==> config.mk <==
export PLATFORM = sky130hd
export DESIGN_NAME = aarm_cordic_cell
export DESIGN_NICKNAME = d
export VERILOG_FILES = /design/src/sv/aarm_pkg.sv /design/src/sv/aarm_cordic_cell.sv
export SDC_FILE = /design/constraint.sdc
export NUM_CORES = 1
export LEC_CHECK = 0
export ABC_CLOCK_PERIOD_IN_PS = 1090
export BUFFER_PORTS_ARGS = -buffer_cell sky130_fd_sc_hd__buf_2
export CORE_MARGIN = 1
export CORE_UTILIZATION = 53
export CTS_CLUSTER_DIAMETER = 150
export DETAILED_ROUTE_END_ITERATION = 8
export GPL_ROUTABILITY_DRIVEN = 0
export HOLD_SLACK_MARGIN = 0.12
export PLACE_DENSITY_LB_ADDON = 0.15
export SLEW_MARGIN = 5
export SYNTH_ARGS = -nofsm -noshare
export SYNTH_HDL_FRONTEND = slang
export SYNTH_SLANG_ARGS = --single-unit
==> constraint.sdc <==
create_clock -name clk -period 1.09 [get_ports clk]
set_clock_uncertainty 0.1 [all_clocks]
set_input_delay 0.109 -clock clk [delete_from_list [all_inputs] [get_ports clk]]
set_output_delay 0.109 -clock clk [all_outputs]
set_load 0.005 [all_outputs]
==> src/sv/aarm_pkg.sv <==
package aarm_pkg;

	localparam int AX_W = 16;
	localparam int OUT_W = 16;
	localparam int XY_W = 34;
	localparam int Z_W = 33;
	localparam int MAX_STEPS = 32;

	localparam logic signed [XY_W-1:0] CORDIC_GAIN = 34'sd652032874;

	localparam logic signed [OUT_W-1:0] SAT_MAX = 16'sh7fff;
	localparam logic signed [OUT_W-1:0] SAT_MIN = 16'sh8000;

	// Arctangent of 2^-i, with a full turn equal to 2^32.
	localparam logic [31:0] ATAN_TURNS [MAX_STEPS] = '{
		32'd536870912, 32'd316933406, 32'd167458907, 32'd85004756,
		32'd42667331, 32'd21354465, 32'd10679838, 32'd5340245,
		32'd2670163, 32'd1335087, 32'd667544, 32'd333772,
		32'd166886, 32'd83443, 32'd41722, 32'd20861,
		32'd10430, 32'd5215, 32'd2608, 32'd1304,
		32'd652, 32'd326, 32'd163, 32'd81,
		32'd41, 32'd20, 32'd10, 32'd5,
		32'd3, 32'd1, 32'd1, 32'd0
	};

	typedef struct packed {
		logic signed [AX_W-1:0] axis_x;
		logic signed [AX_W-1:0] axis_y;
		logic signed [AX_W-1:0] axis_z;
		logic [15:0] angle;
	} in_t;

	typedef struct packed {
		logic signed [OUT_W-1:0] r00;
		logic signed [OUT_W-1:0] r01;
		logic signed [OUT_W-1:0] r02;
		logic signed [OUT_W-1:0] r10;
		logic signed [OUT_W-1:0] r11;
		logic signed [OUT_W-1:0] r12;
		logic signed [OUT_W-1:0] r20;
		logic signed [OUT_W-1:0] r21;
		logic signed [OUT_W-1:0] r22;
	} out_t;

	typedef struct packed {
		logic signed [XY_W-1:0] x;
		logic signed [XY_W-1:0] y;
		logic signed [Z_W-1:0] z;
		logic [1:0] quad;
		logic signed [AX_W-1:0] ax;
		logic signed [AX_W-1:0] ay;
		logic signed [AX_W-1:0] az;
	} cstage_t;

endpackage

==> src/sv/aarm_cordic_cell.sv <==
module aarm_cordic_cell #(
	parameter int IDX = 0
) (
	input logic clk,
	input logic arst_n,
	input logic en,
	input logic vld_in,
	input aarm_pkg::cstage_t d,
	output logic vld_q,
	output aarm_pkg::cstage_t q
);

	localparam logic signed [aarm_pkg::Z_W-1:0] ANG =
		$signed({1'b0, aarm_pkg::ATAN_TURNS[IDX]});

	logic signed [aarm_pkg::XY_W-1:0] dx;
	logic signed [aarm_pkg::XY_W-1:0] dy;
	aarm_pkg::cstage_t nxt;

	always_comb begin
		dx = d.y >>> IDX;
		dy = d.x >>> IDX;
		nxt = d;
		if (!d.z[aarm_pkg::Z_W-1]) begin
			nxt.x = d.x - dx;
			nxt.y = d.y + dy;
			nxt.z = d.z - ANG;
		end else begin
			nxt.x = d.x + dx;
			nxt.y = d.y - dy;
			nxt.z = d.z + ANG;
		end
	end

	always_ff @(posedge clk or negedge arst_n) begin
		if (!arst_n) begin
			vld_q <= 1'b0;
		end else if (en) begin
			vld_q <= vld_in;
		end
	end

	always_ff @(posedge clk) begin
		if (en) begin
			q <= nxt;
		end
	end

endmodule

==> results.cfg, run 1 <==
[status]
outcome = aborted with a tool error
stop_stage = global routing
stop_err = [ERROR DPL-0038] Utilization greater than 100%, impossible to legalize

[cts]
number_of_h_tree_levels = 4
ctsLongestPathBuffers = 2
cts_buf_count = 17
ctsRootBufferMaster = clkbuf_16
clock_sink_count = 151

[placed_design]
dpl-instance-area_sq_mm = 0.0150
portBuffers = 306
hpwlAfterDp_um = 29900

[synth]
synth_enable_flop_cells = 150
synth.distinct_cells = 77
post_synth.cell_area_avg_sq_um = 10.1
synth-async-reset-ratio = 0.00662
ys_seq_area_frac = 0.438
synth_top_family_by_area = compound AO/OA/AOI/OAI gates
synthAdderAreaFrac = 0.130
synth_nets = 1286
synth-compound-area-share = 0.204
post-synth-top-count-cell = edfxtp_1
yosys.area.top_type_share = 0.436
ys_seq_elements = 151
synth-xor-area-share = 0.0568
yosysWarnings = 0
simple_gate_portion_of_the_synthesized_area = 0.100
ys_top_cells_by_count = 150 x edfxtp_1, 118 x a21oi_1, 105 x inv_1, 101 x ha_1, 64 x nor2_1
syn_area_sq_mm = 0.0103
muxShareOfSynthArea = 0.0148
synth_cells = 1026
synth.area.top_cells = edfxtp_1 44%, ha_1 12%, a21oi_1 5.7%
ys_dominant_reg_cell = edfxtp_1
synth_largest_area_cell = edfxtp_1

[sta]
grt-worst-endpoint = q[110]$_DFFE_PP_/D
worst-ep-kind = register data pin

[floorplanning]
initial_utilization = 0.547
die_width_um = 142
die_y_um = 142
io-pin-count = 307
fp-row-count = 50

[global_routing]
pin_count_of_the_biggest_net_entering_global_routing = 27
==> stage by stage <==
| stage | setup WS (ns) | TNS (ns) | util | cells | hold WS, ns |
|---|---|---|---|---|---|
| after global placement | -2.09 | -102.37 | 0.795 | 1874 | -0.215 |
| after detailed placement | -2.19 | -105.49 | 0.795 | 1874 | -0.214 |
| after floorplan | -1.71 | -67.99 | - | 1026 | -0.287 |
| after CTS | -1.45 | -78.36 | 0.947 | 2032 | -0.0420 |
==> repair_timing <==
action                                 in CTS
resized for setup                         249
hold buffers                               85
buffers inserted                           46
pin swaps                                  92
setup endpoints to repair                 218
endpoints found under the hold margin     114
==> cells by family after synthesis <==
| family | Yosys count |
|---|---|
| simple gates | 211 |
| fa+ha+maj | 105 |
| buf+inv | 150 |
| compound gates | 327 |
| mux | 15 |
| flops | 151 |
| xor+xnor | 67 |
==> run 2: changes to the inputs <==
CORE_UTILIZATION = 38   (was 53)
CTS_CLUSTER_DIAMETER = unset   (was 150)
HOLD_SLACK_MARGIN = unset   (was 0.12)
==> run 2 against run 1 <==
  * The flow now finishes, with violations (hold timing, setup timing)
  * Synthesized cell count unchanged
  * Area after synthesis unchanged
==> results.cfg, run 2 <==
[power_and_ir_drop]
relative_contribution_of_sequential_cells_to_total_power = 0.342
power.density_mw_per_mm2 = 1200
sw_frac_of_total = 0.331
power.share.clock = 0.280
vdd_ir_drop_max_v = 0.000845
power_mw = 22.0
power.net_switching_mw = 7.29
internal_power_mw = 14.7
pwr-share-comb = 0.379
p_leak_nw = 8.16

[sta]
finalSetupViolCount = 217
worst_slew_pin_slew_ns = 0.706
hold_violations = 2
fmax_ghz = 0.376
timing.hold.ws_ns = -0.00506
min_period_over_period = 2.44
setup-tns-final_ns = -79.55
slew-limit-headroom = 0.529
finalCriticalPeriod_ns = 2.66
final_critical_path_setup_slack_ns = -1.57
rsz0062_at_grt = yes
maxSlewViolCount = 0

[finish]
largest_registers = q (150), vld_q (1)
antenna-diode-count = 0
max_reg_flops = 150
nets = 2027
regMostFlops = q
mostFrequentLayoutCell = buf_4
fraction_of_final_layout_cells_with_drive_strength_greater_than_1 = 0.530
mostFrequentLayoutCells = 338 x buf_4, 284 x buf_2, 150 x edfxtp_1
final-instance-count-excl-fill = 2115
register_area_sq_mm = 0.00453
multi_input_comb_area_sq_mm = 0.00670
layout.filler_cells = 1952
syn2layout_area_growth_pct = 77.0

[global_routing]
global_route_wire_length_before_repair_um = 60800
via_count_of_the_first_global_routing_pass = 11100
grt_antenna_before_repair = 0
pin_count_of_the_biggest_net_entering_global_routing = 29
grt_usage = 0.285
grt_overflow = 0

[synth]
synth.distinct_cells = 77
ys_seq_area_frac = 0.438
synth_nets = 1286
syn_area_sq_mm = 0.0103
yosysWarnings = 0
ys_top_cells_by_count = 150 x edfxtp_1, 118 x a21oi_1, 105 x inv_1, 101 x ha_1, 64 x nor2_1
synth_cells = 1026
yosys.area.top_type_share = 0.436
synth-async-reset-ratio = 0.00662
synth_enable_flop_cells = 150
ys_dominant_reg_cell = edfxtp_1
synth.area.top_cells = edfxtp_1 44%, ha_1 12%, a21oi_1 5.7%
synth_largest_area_cell = edfxtp_1
post-synth-top-count-cell = edfxtp_1
post_synth.cell_area_avg_sq_um = 10.1
ys_seq_elements = 151

[status]
outcome = finished with violations
failing_checks = hold timing, setup timing

[placed_design]
dpl_worst_slack_ns = -2.11
portBuffers = 306
place.detailed.instances = 1968
hpwlAfterDp_um = 29800

[setup_path]
crit_arrival_ns = 2.75
crit_path_start = d[125]
cp-end-kind = flop
worstSetupStartpointType = primary input
worst-path-max-fanout = 4
cp.required_ns = 1.18
timing.rr.start = vld_q$_DFFE_PN0P_
worstReg2RegEnd = vld_q$_DFFE_PN0P_
crit_end = q[150]$_DFFE_PP_
critical_path_class = in2reg
slowest_stage_cell_on_the_critical_path = a311o_1
max_stage_delay_ns = 0.41
worst-r2r-setup-slack_ns = -0.03
reg2regPathDepth = 3
crit_chain = buf_4 > ha_4 > nor3_4 > and2_0 > a311o_1 > o31ai_4 > o41ai_4 > a221o_1 > a2111oi_4 > o21ai_1 > xor2_1

[hold_path]
timing.hold.worst.start = d[80]
hold_class = in2reg

[routing]
post-route-drc-count = 0
detail_route.iter0.violations = 998
detail_route.vias_per_cell = 5.24
drt.antenna.violating_nets = 0
dr_total_vias = 11100
wl_per_cell_um = 19.4
drt-total-wl_um = 41100
drt_pre_antenna_iters = 7

[floorplanning]
fp-row-count = 59
core_region_area_sq_mm = 0.0264
dieArea_sq_mm = 0.0278
initial_utilization = 0.392
die_y_um = 167
die_width_um = 167
io-pin-count = 307

[cts]
ctsRootBufferMaster = clkbuf_16
cts_tree = done
clkLatencyLatePin_ns = 0.44
number_of_h_tree_levels = 4
clk_pin_slew_ns = 0.07
clock_sink_count = 151
cts_buf_count = 17
ctsLongestPathBuffers = 2

[job]
max-cap-violations = 0
[run 2: cell counts after synthesis]
Identical to the previous run, type by type.
[run 2: through the flow]
step | instance area [sq um] | hold slack (ns) | utilization
3_5_place_dp | 15200 | -0.215 | 0.577
2_1_floorplan | 10800 | -0.287 | -
4_1_cts | 17600 | -0.0166 | 0.668
5_1_grt | 18300 | -0.00289 | 0.694
3_3_place_gp | 15200 | -0.216 | 0.577
6_report | 18300 | -0.00506 | 0.694
[run 2: worst min-delay path by stage]
| stage | endpoint | slack (ns) | cells after the start |
|---|---|---|---|
| 3_5_place_dp | vld_q$_DFFE_PN0P_ | -0.21 | 1 |
| 6_report | q[80]$_DFFE_PP_ | -0.005 | 2 |
| 5_1_grt | q[82]$_DFFE_PP_ | -0.003 | 3 |
| 2_1_floorplan | vld_q$_DFFE_PN0P_ | -0.29 | 0 |
| 4_1_cts | q[80]$_DFFE_PP_ | -0.02 | 2 |
| 3_3_place_gp | vld_q$_DFFE_PN0P_ | -0.22 | 1 |
[run 2: cells by family after synthesis]
logic type,Yosys count,synth area share
adders and majority gates,105,0.130
and+or+nand+nor,211,0.100
AOI/OAI and AO/OA,327,0.204
xor gates and xnor gates,67,0.0568
muxes,15,0.0148
buffers and inverters,150,0.0554
DFF,151,0.438
[run 2: repair_timing]
action | 4_1_cts | 5_1_grt
hold buffers | 85 | 0
hold endpoints to repair | 85 | 0
setup buffers | 25 | 29
resized for setup | 185 | 129
pin swaps | 105 | 96
setup endpoints to repair | 216 | 217
[run 2: layout make-up]
cell class,count,share of cell area
Multi-Input combinational cell,725,0.366
Timing Repair Buffer,765,0.305
Sequential cell,151,0.248
Inverter,107,0.0255
Clock buffer,18,0.0235
Tap cell,335,0.0229
Clock inverter,14,0.00869
[run 2: per-layer routing]
layer  routed length [um]  GRT usage
met5                    0          0
met4                 1930      0.145
met3                 2350     0.0318
met2                20200      0.493
met1                16600      0.349
[run 2: worst max-delay path: cells and delay by family]
family	cells	cell delay, ns
buffers and inverters	1	0.13
XOR/XNOR	1	0.15
adder cells (fa/ha/maj)	1	0.30
AND/OR/NAND/NOR	2	0.19
AO/OA/AOI/OAI	6	1.85
[run 2: power by group through the flow]
stage / registers (mW) / clock network (mW) / logic [mW]
2_1_floorplan: 7.69 / 0 / 2.89
3_3_place_gp: 7.61 / 0 / 6.60
3_5_place_dp: 7.62 / 0 / 6.65
4_1_cts: 7.50 / 6.24 / 7.65
5_1_grt: 7.57 / 6.44 / 8.83
6_report: 7.51 / 6.15 / 8.33
Power figures use the tool's default switching activity.
==> run 3: changes to the inputs <==
RECOVER_POWER = 100   (was unset)
==> run 3 against run 2 <==
  * The run still ends with hold timing, setup timing left
  * Die area stayed put
  * Register-to-register slack hardly changed
  * Total power is 0.26% lower
  * Sequential power hardly changed
  * Fmax is 0.26% higher
  * Flip-flop and latch count stayed put
  * First-iteration DRC count is 0.50% higher
  * Final cell count stayed put
  * Core utilization is 0.39 points lower
  * Sequential share of layout area is 0.14 points higher
  * Via count hardly changed
  * Combinational power is 0.6% lower
  * Largest power group unchanged
==> results.cfg, run 3 (synthesis results as in run 2) <==
[global_routing]
grt_overflow = 0
global_route_wire_length_before_repair_um = 60800
pin_count_of_the_biggest_net_entering_global_routing = 29
globalRouteMet1Util = 0.349
grt_antenna_before_repair = 0
grt_usage = 0.285
globalRouteMet3Util = 0.0318
global_route.peak_usage_layer = met2
gr-usage-met2 = 0.493
via_count_of_the_first_global_routing_pass = 11100

[routing]
drt_pre_antenna_iters = 6
detail_route.iter0.violations = 1003
dr_total_vias = 11100
wl_per_cell_um = 19.4
post-route-drc-count = 0
detail_route.vias_per_cell = 5.24
drt.antenna.violating_nets = 0
drt-total-wl_um = 41100

[sta]
slew-limit-headroom = 0.537
maxSlewViolCount = 0
finalSetupViolCount = 219
fmax_ghz = 0.377
hold_violations = 2
timing.hold.ws_ns = -0.00704
setup-tns-final_ns = -83.15
worst_slew_pin_slew_ns = 0.694
rsz0062_at_grt = yes
min_period_over_period = 2.44
finalCriticalPeriod_ns = 2.65
final_critical_path_setup_slack_ns = -1.56

[cts]
clkLatencyLatePin_ns = 0.44
clock_sink_count = 151
cts_buf_count = 17
number_of_h_tree_levels = 4
ctsLongestPathBuffers = 2
clk_pin_slew_ns = 0.07
cts_tree = done
ctsRootBufferMaster = clkbuf_16

[finish]
post-route-util = 0.690
mostFrequentLayoutCells = 331 x buf_4, 273 x buf_2, 150 x edfxtp_1
final-instance-count-excl-fill = 2115
mostFrequentLayoutCell = buf_4
syn2layout_area_growth_pct = 76.0
regMostFlops = q
largest_registers = q (150), vld_q (1)
antenna-diode-count = 0
fraction_of_final_layout_cells_with_drive_strength_greater_than_1 = 0.522
nets = 2027
max_reg_flops = 150
final_cell_area_sq_mm = 0.0182

[setup_path]
crit_arrival_ns = 2.74
critical_path_class = in2reg
worst-path-max-fanout = 4
cp-end-kind = flop
cp.required_ns = 1.18
reg2regPathDepth = 3
worstSetupStartpointType = primary input

[placed_design]
dpl-instance-area_sq_mm = 0.0152
dpl_worst_slack_ns = -2.11
hpwlAfterDp_um = 29800
portBuffers = 306
place.detailed.instances = 1968

[status]
outcome = finished with violations
failing_checks = hold timing, setup timing

[floorplanning]
die_width_um = 167
io-pin-count = 307
die_y_um = 167
dieArea_sq_mm = 0.0278
fp-row-count = 59
core_region_area_sq_mm = 0.0264
initial_utilization = 0.392

[hold_path]
hold_path_depth = 2
hold_class = in2reg

[power_and_ir_drop]
power.density_mw_per_mm2 = 1210
power_mw = 21.9
vdd_ir_drop_max_v = 0.000844
p_leak_nw = 8.10

[job]
max-cap-violations = 0
run 3: changes by cell type in the layout (fill, tap and decap cells not counted), sizes merged:
cell | previous run | this run
buf | 679 | 655
clkbuf | 19 | 43
run 3: path summary, 6_finish.rpt:
path,start,to,slack [ns]
worst min register to register,vld_q$_DFFE_PN0P_,vld_q$_DFFE_PN0P_,0.64
worst max register to register,vld_q$_DFFE_PN0P_,vld_q$_DFFE_PN0P_,-0.03
max in group asynchronous,arst_n,vld_q$_DFFE_PN0P_,0.36
min in group asynchronous,arst_n,vld_q$_DFFE_PN0P_,0.43
worst min-delay path,d[80],q[80]$_DFFE_PP_,-0.007
worst max-delay path,d[124],q[150]$_DFFE_PP_,-1.56
run 3: routing by layer:
layer | wire (um) | up-vias | part of all wire
met5 | 0 | - | 0
met4 | 1900 | 0 | 0.046
met3 | 2240 | 106 | 0.055
met2 | 20200 | 470 | 0.49
met1 | 16700 | 5299 | 0.41
li1 | - | 5215 | -
run 3: final cells by class:
cell class                      count  area [sq um]
Clock inverter                     14           159
Multi-Input combinational cell    725          6700
Timing Repair Buffer              765          5480
Inverter                          107           467
Sequential cell                   151          4530
Fill cell                        1973          8170
Clock buffer                       18           429
Tap cell                          335           419
run 3: worst max-delay path, stage by stage:
cell and delay, ns:
buf_4 0.13, ha_4 0.29, nor3_4 0.05, and2_0 0.14, a311o_1 0.40, o31ai_4 0.37
o41ai_4 0.17, a221o_1 0.41, a2111oi_4 0.39, o21ai_1 0.11, xor2_1 0.15
run 3: timing repair:
item | in CTS | in global routing
endpoints found under the setup margin | 216 | 217
resized for setup | 185 | 129
buffers inserted | 25 | 29
pin swaps | 105 | 96
hold buffers | 85 | 0
endpoints found under the hold margin | 85 | 0
cloned | 0 | 0
run 3: power breakdown:
part           internal, mW  switching [mW]  leakage, nW
Clock                  3.27            2.87        0.283
Combinational          4.11            4.17         6.33
Sequential             7.28           0.227         1.48
